File: src/hdl/pli_pkg.sv
// Shared types and constants for the piecewise linear interpolator.
package pli_pkg;

    localparam int MAX_NODES = 16;
    localparam int IDX_W     = $clog2(MAX_NODES);
    localparam int CNT_W     = 5;
    localparam int DATA_W    = 16;
    localparam int DIV_STEPS = 32;
    localparam int STEP_W    = $clog2(DIV_STEPS);

    // Request kinds
    localparam logic KIND_LOAD  = 1'b0;
    localparam logic KIND_QUERY = 1'b1;

    typedef enum logic [2:0] {
        S_IDLE,
        S_SCAN,
        S_MUL,
        S_ABS,
        S_DIV,
        S_SUM,
        S_DONE
    } t_state;

    // Controller to datapath
    typedef struct packed {
        logic             ram_we;
        logic [IDX_W-1:0] ram_addr;
        logic             take_query;
        logic             shift;
        logic             capture;
        logic             mul;
        logic             abs_init;
        logic             div_step;
        logic             sum;
        logic             set_miss;
        logic             out_load;
    } t_dp_cmd;

    // Datapath to controller
    typedef struct packed {
        logic hit;
        logic width_zero;
        logic out_free;
    } t_dp_stat;

endpackage

File: src/hdl/pli_ram.sv
// Generic single-port RAM with registered read.
module pli_ram #(
    parameter int WIDTH = 32,
    parameter int DEPTH = 16
) (
    input  logic                     i_clk,
    input  logic                     i_we,
    input  logic [$clog2(DEPTH)-1:0] i_addr,
    input  logic [WIDTH-1:0]         i_wdata,
    output logic [WIDTH-1:0]         o_rdata
);

    logic [WIDTH-1:0] r_mem [DEPTH];
    logic [WIDTH-1:0] r_rdata;

    // Write port and read-first registered read
    always_ff @(posedge i_clk) begin
        if (i_we) begin
            r_mem[i_addr] <= i_wdata;
        end
        r_rdata <= r_mem[i_addr];
    end

    assign o_rdata = r_rdata;

endmodule

File: src/hdl/pli_dp.sv
// Datapath: breakpoint store, interval test, multiply, restoring divide, saturation.
module pli_dp (
    input  logic                          i_clk,
    input  logic                          i_rst_n,
    input  pli_pkg::t_dp_cmd              i_cmd,
    output pli_pkg::t_dp_stat             o_stat,
    input  logic signed [pli_pkg::DATA_W-1:0] i_x_value,
    input  logic signed [pli_pkg::DATA_W-1:0] i_y_value,
    input  logic                          i_out_ready,
    output logic                          o_out_valid,
    output logic signed [pli_pkg::DATA_W-1:0] o_interp_value,
    output logic                          o_in_range
);
    import pli_pkg::*;

    logic [2*DATA_W-1:0]        w_rdata;
    logic signed [DATA_W-1:0]   w_cur_x;
    logic signed [DATA_W-1:0]   w_cur_y;

    logic signed [DATA_W-1:0]   r_xq;
    logic signed [DATA_W-1:0]   r_prev_x;
    logic signed [DATA_W-1:0]   r_prev_y;
    logic signed [DATA_W-1:0]   r_x1;
    logic signed [DATA_W-1:0]   r_y1;
    logic signed [2*DATA_W+1:0] r_prod;
    logic [DATA_W-1:0]          r_width;
    logic [2*DATA_W-1:0]        r_dvd;
    logic [DATA_W-1:0]          r_rem;
    logic                       r_neg;
    logic signed [DATA_W-1:0]   r_res;
    logic                       r_hit;
    logic                       r_out_valid;
    logic signed [DATA_W-1:0]   r_out_res;
    logic                       r_out_hit;

    logic signed [DATA_W:0]     w_dy;
    logic signed [DATA_W:0]     w_dxq;
    logic signed [DATA_W:0]     w_dx;
    logic signed [2*DATA_W+1:0] w_prod_mag;
    logic [DATA_W:0]            w_rem_sh;
    logic [DATA_W:0]            w_rem_sub;
    logic                       w_ge;
    logic signed [DATA_W+1:0]   w_q;
    logic signed [DATA_W+2:0]   w_sum;
    logic signed [DATA_W-1:0]   w_sat;

    // Breakpoint store: x in the upper half, y in the lower
    pli_ram #(
        .WIDTH (2*DATA_W),
        .DEPTH (MAX_NODES)
    ) u_ram (
        .i_clk   (i_clk),
        .i_we    (i_cmd.ram_we),
        .i_addr  (i_cmd.ram_addr),
        .i_wdata ({i_x_value, i_y_value}),
        .o_rdata (w_rdata)
    );

    assign w_cur_x = w_rdata[2*DATA_W-1:DATA_W];
    assign w_cur_y = w_rdata[DATA_W-1:0];

    // Interval test against the entry just read
    assign o_stat.hit        = (r_prev_x <= r_xq) && (r_xq <= w_cur_x);
    assign o_stat.width_zero = (r_width == '0);
    assign o_stat.out_free   = !r_out_valid || i_out_ready;

    // Differences for the multiply
    assign w_dy  = {r_y1[DATA_W-1], r_y1} - {r_prev_y[DATA_W-1], r_prev_y};
    assign w_dxq = {r_xq[DATA_W-1], r_xq} - {r_prev_x[DATA_W-1], r_prev_x};
    assign w_dx  = {r_x1[DATA_W-1], r_x1} - {r_prev_x[DATA_W-1], r_prev_x};

    assign w_prod_mag = r_prod[2*DATA_W+1] ? -r_prod : r_prod;

    // One restoring divide step
    assign w_rem_sh  = {r_rem, r_dvd[2*DATA_W-1]};
    assign w_ge      = (w_rem_sh >= {1'b0, r_width});
    assign w_rem_sub = w_rem_sh - {1'b0, r_width};

    // Signed quotient, add to y0, clamp to 16 bits
    assign w_q   = r_neg ? -$signed({1'b0, r_dvd[DATA_W:0]}) : $signed({1'b0, r_dvd[DATA_W:0]});
    assign w_sum = {{3{r_prev_y[DATA_W-1]}}, r_prev_y} + {w_q[DATA_W+1], w_q};

    always_comb begin
        if (w_sum > 19'sd32767) begin
            w_sat = 16'sh7FFF;
        end else if (w_sum < -19'sd32768) begin
            w_sat = -16'sh8000;
        end else begin
            w_sat = w_sum[DATA_W-1:0];
        end
    end

    // Working registers
    always_ff @(posedge i_clk) begin
        if (i_cmd.take_query) begin
            r_xq <= i_x_value;
        end
        if (i_cmd.shift) begin
            r_prev_x <= w_cur_x;
            r_prev_y <= w_cur_y;
        end
        if (i_cmd.capture) begin
            r_x1 <= w_cur_x;
            r_y1 <= w_cur_y;
        end
        if (i_cmd.mul) begin
            r_prod  <= w_dy * w_dxq;
            r_width <= w_dx[DATA_W-1:0];
        end
        if (i_cmd.abs_init) begin
            r_dvd <= w_prod_mag[2*DATA_W-1:0];
            r_neg <= r_prod[2*DATA_W+1];
            r_rem <= '0;
        end
        if (i_cmd.div_step) begin
            r_rem <= w_ge ? w_rem_sub[DATA_W-1:0] : w_rem_sh[DATA_W-1:0];
            r_dvd <= {r_dvd[2*DATA_W-2:0], w_ge};
        end
        if (i_cmd.sum) begin
            r_res <= w_sat;
            r_hit <= 1'b1;
        end
        if (i_cmd.set_miss) begin
            r_res <= '0;
            r_hit <= 1'b0;
        end
        if (i_cmd.out_load) begin
            r_out_res <= r_res;
            r_out_hit <= r_hit;
        end
    end

    // Output register valid
    always_ff @(posedge i_clk) begin
        if (!i_rst_n) begin
            r_out_valid <= 1'b0;
        end else if (i_cmd.out_load) begin
            r_out_valid <= 1'b1;
        end else if (i_out_ready) begin
            r_out_valid <= 1'b0;
        end
    end

    assign o_out_valid    = r_out_valid;
    assign o_interp_value = r_out_res;
    assign o_in_range     = r_out_hit;

endmodule

File: src/hdl/pli_ctrl.sv
// Controller: request sequencing, breakpoint scan, divide step count, node count register.
module pli_ctrl (
    input  logic                      i_clk,
    input  logic                      i_rst_n,
    input  logic                      i_in_valid,
    output logic                      o_in_ready,
    input  logic                      i_kind,
    input  logic [pli_pkg::IDX_W-1:0] i_node_index,
    input  logic                      i_cfg_wr_en,
    input  logic [pli_pkg::CNT_W-1:0] i_cfg_wr_data,
    input  pli_pkg::t_dp_stat         i_stat,
    output pli_pkg::t_dp_cmd          o_cmd
);
    import pli_pkg::*;

    t_state            r_state;
    t_state            n_state;
    logic [CNT_W-1:0]  r_node_count;
    logic [IDX_W-1:0]  r_idx;
    logic [STEP_W-1:0] r_step;

    logic [CNT_W-1:0]  w_cnt;
    logic              w_few;
    logic              w_last;
    logic              w_found;

    // Counts above the table depth use the whole table
    assign w_cnt   = (r_node_count > CNT_W'(MAX_NODES)) ? CNT_W'(MAX_NODES) : r_node_count;
    assign w_few   = (w_cnt < CNT_W'(2));
    assign w_last  = ({1'b0, r_idx} == (w_cnt - CNT_W'(1)));
    assign w_found = (r_idx != '0) && i_stat.hit;

    // State and counters
    always_ff @(posedge i_clk) begin
        if (!i_rst_n) begin
            r_state      <= S_IDLE;
            r_node_count <= CNT_W'(MAX_NODES);
            r_idx        <= '0;
            r_step       <= '0;
        end else begin
            r_state <= n_state;
            if (i_cfg_wr_en) begin
                r_node_count <= i_cfg_wr_data;
            end
            if (r_state == S_IDLE) begin
                r_idx <= '0;
            end else if (r_state == S_SCAN) begin
                r_idx <= r_idx + IDX_W'(1);
            end
            if (r_state == S_ABS) begin
                r_step <= '0;
            end else if (r_state == S_DIV) begin
                r_step <= r_step + STEP_W'(1);
            end
        end
    end

    // Next state
    always_comb begin
        n_state = r_state;
        case (r_state)
            S_IDLE: begin
                if (i_in_valid && (i_kind == KIND_QUERY)) begin
                    n_state = w_few ? S_DONE : S_SCAN;
                end
            end
            S_SCAN: begin
                if (w_found) begin
                    n_state = S_MUL;
                end else if (w_last) begin
                    n_state = S_DONE;
                end
            end
            S_MUL:  n_state = S_ABS;
            S_ABS:  n_state = i_stat.width_zero ? S_SUM : S_DIV;
            S_DIV: begin
                if (r_step == STEP_W'(DIV_STEPS - 1)) begin
                    n_state = S_SUM;
                end
            end
            S_SUM:  n_state = S_DONE;
            S_DONE: begin
                if (i_stat.out_free) begin
                    n_state = S_IDLE;
                end
            end
            default: n_state = S_IDLE;
        endcase
    end

    // Commands to the datapath
    always_comb begin
        o_cmd      = '0;
        o_in_ready = 1'b0;
        case (r_state)
            S_IDLE: begin
                o_in_ready       = 1'b1;
                o_cmd.ram_we     = i_in_valid && (i_kind == KIND_LOAD);
                o_cmd.ram_addr   = (i_kind == KIND_LOAD) ? i_node_index : '0;
                o_cmd.take_query = i_in_valid && (i_kind == KIND_QUERY);
                o_cmd.set_miss   = i_in_valid && (i_kind == KIND_QUERY) && w_few;
            end
            S_SCAN: begin
                // prefetch the following entry while testing this one
                o_cmd.ram_addr = r_idx + IDX_W'(1);
                o_cmd.capture  = w_found;
                o_cmd.shift    = !w_found;
                o_cmd.set_miss = !w_found && w_last;
            end
            S_MUL:  o_cmd.mul      = 1'b1;
            S_ABS:  o_cmd.abs_init = 1'b1;
            S_DIV:  o_cmd.div_step = 1'b1;
            S_SUM:  o_cmd.sum      = 1'b1;
            S_DONE: o_cmd.out_load = i_stat.out_free;
            default: o_cmd = '0;
        endcase
    end

endmodule

File: src/hdl/piecewise_linear_interp.sv
// Piecewise linear interpolator over a 16-entry breakpoint table in signed Q7.8.
//
// Input channel (i_in_valid / o_in_ready) carries one request: a load writes
// breakpoint i_node_index and gives no result; a query returns one result on
// the output channel (o_out_valid / i_out_ready) with the interpolated value
// and an in-range flag. i_cfg_wr_en writes the node count (reset 16).
// A query scans one breakpoint per cycle from the single-port table, then
// multiplies, takes the sign, runs 32 restoring divide steps, saturates and
// loads the output register once the receiver has taken any earlier result.
// The controller then returns to idle, where the next request is taken. A
// miss goes from the scan straight to the output load, and a node count below
// two skips the scan. A hit on a zero-width interval skips the divide. One
// query is in flight at a time. The result sits in an output register, so the
// next request is taken while it waits; a stalled receiver holds only a
// following query at its end.
// Reset (synchronous, active low) clears control state and the output valid;
// table contents are undefined until loaded.
module piecewise_linear_interp (
    input  logic                              i_clk,
    input  logic                              i_rst_n,
    input  logic                              i_in_valid,
    output logic                              o_in_ready,
    input  logic                              i_kind,
    input  logic [pli_pkg::IDX_W-1:0]         i_node_index,
    input  logic signed [pli_pkg::DATA_W-1:0] i_x_value,
    input  logic signed [pli_pkg::DATA_W-1:0] i_y_value,
    output logic                              o_out_valid,
    input  logic                              i_out_ready,
    output logic signed [pli_pkg::DATA_W-1:0] o_interp_value,
    output logic                              o_in_range,
    input  logic                              i_cfg_wr_en,
    input  logic [pli_pkg::CNT_W-1:0]         i_cfg_wr_data
);
    import pli_pkg::*;

    t_dp_cmd  w_cmd;
    t_dp_stat w_stat;

    pli_ctrl u_ctrl (
        .i_clk         (i_clk),
        .i_rst_n       (i_rst_n),
        .i_in_valid    (i_in_valid),
        .o_in_ready    (o_in_ready),
        .i_kind        (i_kind),
        .i_node_index  (i_node_index),
        .i_cfg_wr_en   (i_cfg_wr_en),
        .i_cfg_wr_data (i_cfg_wr_data),
        .i_stat        (w_stat),
        .o_cmd         (w_cmd)
    );

    pli_dp u_dp (
        .i_clk          (i_clk),
        .i_rst_n        (i_rst_n),
        .i_cmd          (w_cmd),
        .o_stat         (w_stat),
        .i_x_value      (i_x_value),
        .i_y_value      (i_y_value),
        .i_out_ready    (i_out_ready),
        .o_out_valid    (o_out_valid),
        .o_interp_value (o_interp_value),
        .o_in_range     (o_in_range)
    );

    // Table writes only happen while requests are being taken
    a_we_idle: assert property (@(posedge i_clk) disable iff (!i_rst_n)
        w_cmd.ram_we |-> o_in_ready)
        else $error("table write outside idle");

    // A result is never pushed into an occupied, stalled output register
    a_load_free: assert property (@(posedge i_clk) disable iff (!i_rst_n)
        w_cmd.out_load |-> (!o_out_valid || i_out_ready))
        else $error("result overwrote a pending result");

    // A taken query keeps the input closed on the next cycle
    a_query_busy: assert property (@(posedge i_clk) disable iff (!i_rst_n)
        (i_in_valid && o_in_ready && (i_kind == KIND_QUERY)) |=> !o_in_ready)
        else $error("input reopened straight after a query");

    // A load request never produces a result
    a_load_silent: assert property (@(posedge i_clk) disable iff (!i_rst_n)
        (i_in_valid && o_in_ready && (i_kind == KIND_LOAD) && !o_out_valid)
        |=> !o_out_valid)
        else $error("load request produced a result");

endmodule
File: config.mk
export PLATFORM = sky130hd
export DESIGN_NAME = piecewise_linear_interp
export DESIGN_NICKNAME = d
export VERILOG_FILES = /design/src/hdl/pli_pkg.sv /design/src/hdl/pli_ram.sv /design/src/hdl/pli_dp.sv /design/src/hdl/pli_ctrl.sv /design/src/hdl/piecewise_linear_interp.sv
export SDC_FILE = /design/constraint.sdc
export NUM_CORES = 2
export LEC_CHECK = 0
export BUFFER_PORTS_ARGS = -buffer_cell sky130_fd_sc_hd__buf_4
export CORE_UTILIZATION = 41
export DETAILED_ROUTE_END_ITERATION = 8
export GPL_ROUTABILITY_DRIVEN = 0
export PLACE_DENSITY = 0.67
export SLEW_MARGIN = 25
export SYNTH_ARGS = -nofsm -noshare
export SYNTH_HDL_FRONTEND = slang
export SYNTH_SLANG_ARGS = --single-unit
File: constraint.sdc
create_clock -name i_clk -period 19.73 [get_ports i_clk]
set_input_delay 4.9325 -clock i_clk [delete_from_list [all_inputs] [get_ports i_clk]]
set_output_delay 4.9325 -clock i_clk [all_outputs]
set_load 0.02 [all_outputs]
==> flow_metrics.env <==
export IMPL_status="complete, no violations"
export IMPL_postSynthCellCount=4009
export IMPL_clockBufferDepth=3
export IMPL_placedCellCount=5372
export IMPL_fin_nets=4589
export IMPL_yosys_warnings=0
export IMPL_maxCapViolCount=0
export IMPL_antenna_found_initial=7
export IMPL_yosysSeqAreaShare_pct=50.41
export IMPL_hold_class="reg -> reg"
export IMPL_root_buffer="clkbuf_16"
export IMPL_fmax_ghz=0.1043
export IMPL_die_x_um=332.5
export IMPL_final_layout_size_suffix_gt1_share_pct=7.167
export IMPL_cts_buffers=79
export IMPL_min_delay_start="u_dp.u_ram.o_rdata[4]"
export IMPL_ys_types=69
export IMPL_grt_max_degree=193
export IMPL_initial_core_util_pct=41.59
export IMPL_rsz0062_at_grt="no"
export IMPL_async_flop_share_pct=0
export IMPL_hold_viol=0
export IMPL_coreArea_mm2=0.1077
export IMPL_cts_max_level=3
export IMPL_slew_headroom_pct=18.61
export IMPL_fin_skew_ns=0.05716
export IMPL_postSynthAreaPerCell_um2=11.17
export IMPL_r2r_start="u_dp.r_prev_y[0]"
export IMPL_synth_seq_cells=774
export IMPL_utilization_pct=46.24
export IMPL_drt_iter0_markers=2561
export IMPL_grt_pass1_vias=29800
export IMPL_max_stage_delay_ns=0.78
export IMPL_fin_crit_ns=9.589
export IMPL_pin_count=66
export IMPL_end_kind="flop"
export IMPL_post_route_period_util_pct=48.60
export IMPL_crit_path_max_fanout=11
export IMPL_cp_required_ns=20.10
export IMPL_clk_pin_slew_ns=0.07
export IMPL_critical_path_buf_inv_count=5
export IMPL_timing_final_max_slew_violations=0
export IMPL_critPathKind="reg -> reg"
export IMPL_syn_area_mm2=0.04478
export IMPL_syn2layout_area_growth_pct=11.17
export IMPL_insertion_delay_ns=0.66
export IMPL_post_route_drc_count=0
export IMPL_dr_pass1_iters=7
export IMPL_die_area_mm2=0.1105
export IMPL_viasPerCell=5.421
export IMPL_start_kind="flop"
export IMPL_crit_top_cell="fa_1"
export IMPL_crit_family="adder cells"
export IMPL_post_cts_resized=0
export IMPL_worstSetupStartpoint="u_dp.r_prev_y[0]"
export IMPL_row_count=120
export IMPL_overflow=0
export IMPL_fin_tns_setup_ns=0
export IMPL_synth_nets=4546
export IMPL_post_drt_wl_per_cell_um=19.74
export IMPL_hpwl_mm=71.98
export IMPL_cts_tree="built"
export IMPL_arrival_ns=9.96
export IMPL_cts_setup_buffers=0
export IMPL_port_buffer_count=65
export IMPL_die_y_um=332.5
export IMPL_holdBufCountCts=0
export IMPL_critPathSlowestCell="xor2_1"
export IMPL_synth_edf_count=707
export IMPL_finalNonFillerCells=5521
export IMPL_tightest_slew_ns=1.221
export IMPL_synth_main_ff_cell="edfxtp_1"
export IMPL_setup_viol=0
export IMPL_num_vias=29930
export IMPL_clock_sinks=774
export IMPL_grt_pass1_wl_mm=169.2
export IMPL_wirelength_mm=109.0
export IMPL_grt_use_total_pct=19.57
export IMPL_ant_nets=0
==> state kept, by name (all words and copies together), names as in the netlist, 32 cells and up <==
name	flops
u_dp.u_ram.r_mem	512
u_dp.r_dvd	32
u_dp.u_ram.o_rdata	32
u_dp.r_prod	33
==> kinds of logic after synthesis <==
family                   count (synthesis)  share of synthesized area, %
AO/OA/AOI/OAI                          547                         8.112
XOR/XNOR                               167                         3.266
adder cells (fa/ha/maj)                490                         18.74
buffers and inverters                  588                         4.932
flip-flops                             774                         50.41
multiplexers                            21                        0.4694
AND/OR/NAND/NOR                       1422                         14.07
==> metal layers <==
metal,share of wire [%],up-vias,wire (µm),track usage (%)
met4,2.7,8,2931,6.078
met1,42,14860,45520,25.46
met2,48,996,52420,32.70
met5,0.045,-,49,0
met3,7.4,200,8075,4.069
li1,-,13870,-,-
==> worst reg2reg max path: cells and delay by family (launching register included) <==
family                   cells  cell delay, ns
buffers and inverters        5            0.24
AO/OA/AOI/OAI               10            2.49
flip-flops                   1            0.40
AND/OR/NAND/NOR              5            1.13
adder cells (fa/ha/maj)      9            4.19
XOR/XNOR                     2            0.86
==> final timing paths <==
path	end	slack (ns)	depth (start not counted)
setup / recovery	u_dp.r_prod[30]	10.14	31
hold / removal	u_dp.r_y1[4]	0.42	0
setup reg to reg	u_dp.r_prod[30]	10.14	31
hold reg to reg	u_dp.r_y1[4]	0.42	0
==> cell type report <==
class	instances	area [µm²]
fill	9633	57870
sequential	774	22570
multi-input combinational	2647	20230
clock buffer	108	2136
tap	1403	1755
inverter	419	1573
timing repair buffer	131	1041
clock inverter	37	467.9
antenna	2	5.005
==> per-stage QoR <==
step	setup WS, ns	hold WS (ns)	area [µm²]
after floorplan	10.64	0.4030	44780
final	10.14	0.4222	49780
after global routing	9.537	0.4301	49780
after detailed placement	10.25	0.4140	47120
after global placement	10.44	0.4097	47120
after CTS	10.21	0.4209	49720
==> cell usage in the layout, fill, tap and decap left out, types with 96 or more instances in the layout <==
master and instances:
nand2_1 758, edfxtp_1 707, inv_1 419, fa_1 301, nor2_1 203, ha_1 189, nand3_1 167, a21oi_1 141
buf_4 126, o21ai_0 99, a311oi_1 96
==> synth_stat cells (27+ instances only) <==
| cell | instances | share of area (%) |
|---|---|---|
| xor2_1 | 69 | 1.3 |
| o21ai_0 | 100 | 1.1 |
| nand2b_1 | 37 | 0.52 |
| and3_1 | 77 | 1.1 |
| and2_1 | 27 | 0.38 |
| nor2_1 | 217 | 1.8 |
| edfxtp_1 | 707 | 47 |
| inv_1 | 419 | 3.5 |
| ha_1 | 189 | 5.3 |
| clkbuf_1 | 154 | 1.3 |
| xnor2_1 | 98 | 1.9 |
| dfxtp_1 | 67 | 3.0 |
| nand3_1 | 167 | 1.9 |
| nor2b_1 | 44 | 0.61 |
| a311oi_1 | 96 | 1.9 |
| a21oi_1 | 142 | 1.6 |
| nand2_1 | 759 | 6.4 |
| a21o_1 | 37 | 0.62 |
| a31oi_1 | 50 | 0.70 |
| fa_1 | 301 | 13 |
Power is not shown: default switching activity piles up to over one toggle a cycle in this logic, so the estimate is an artifact.
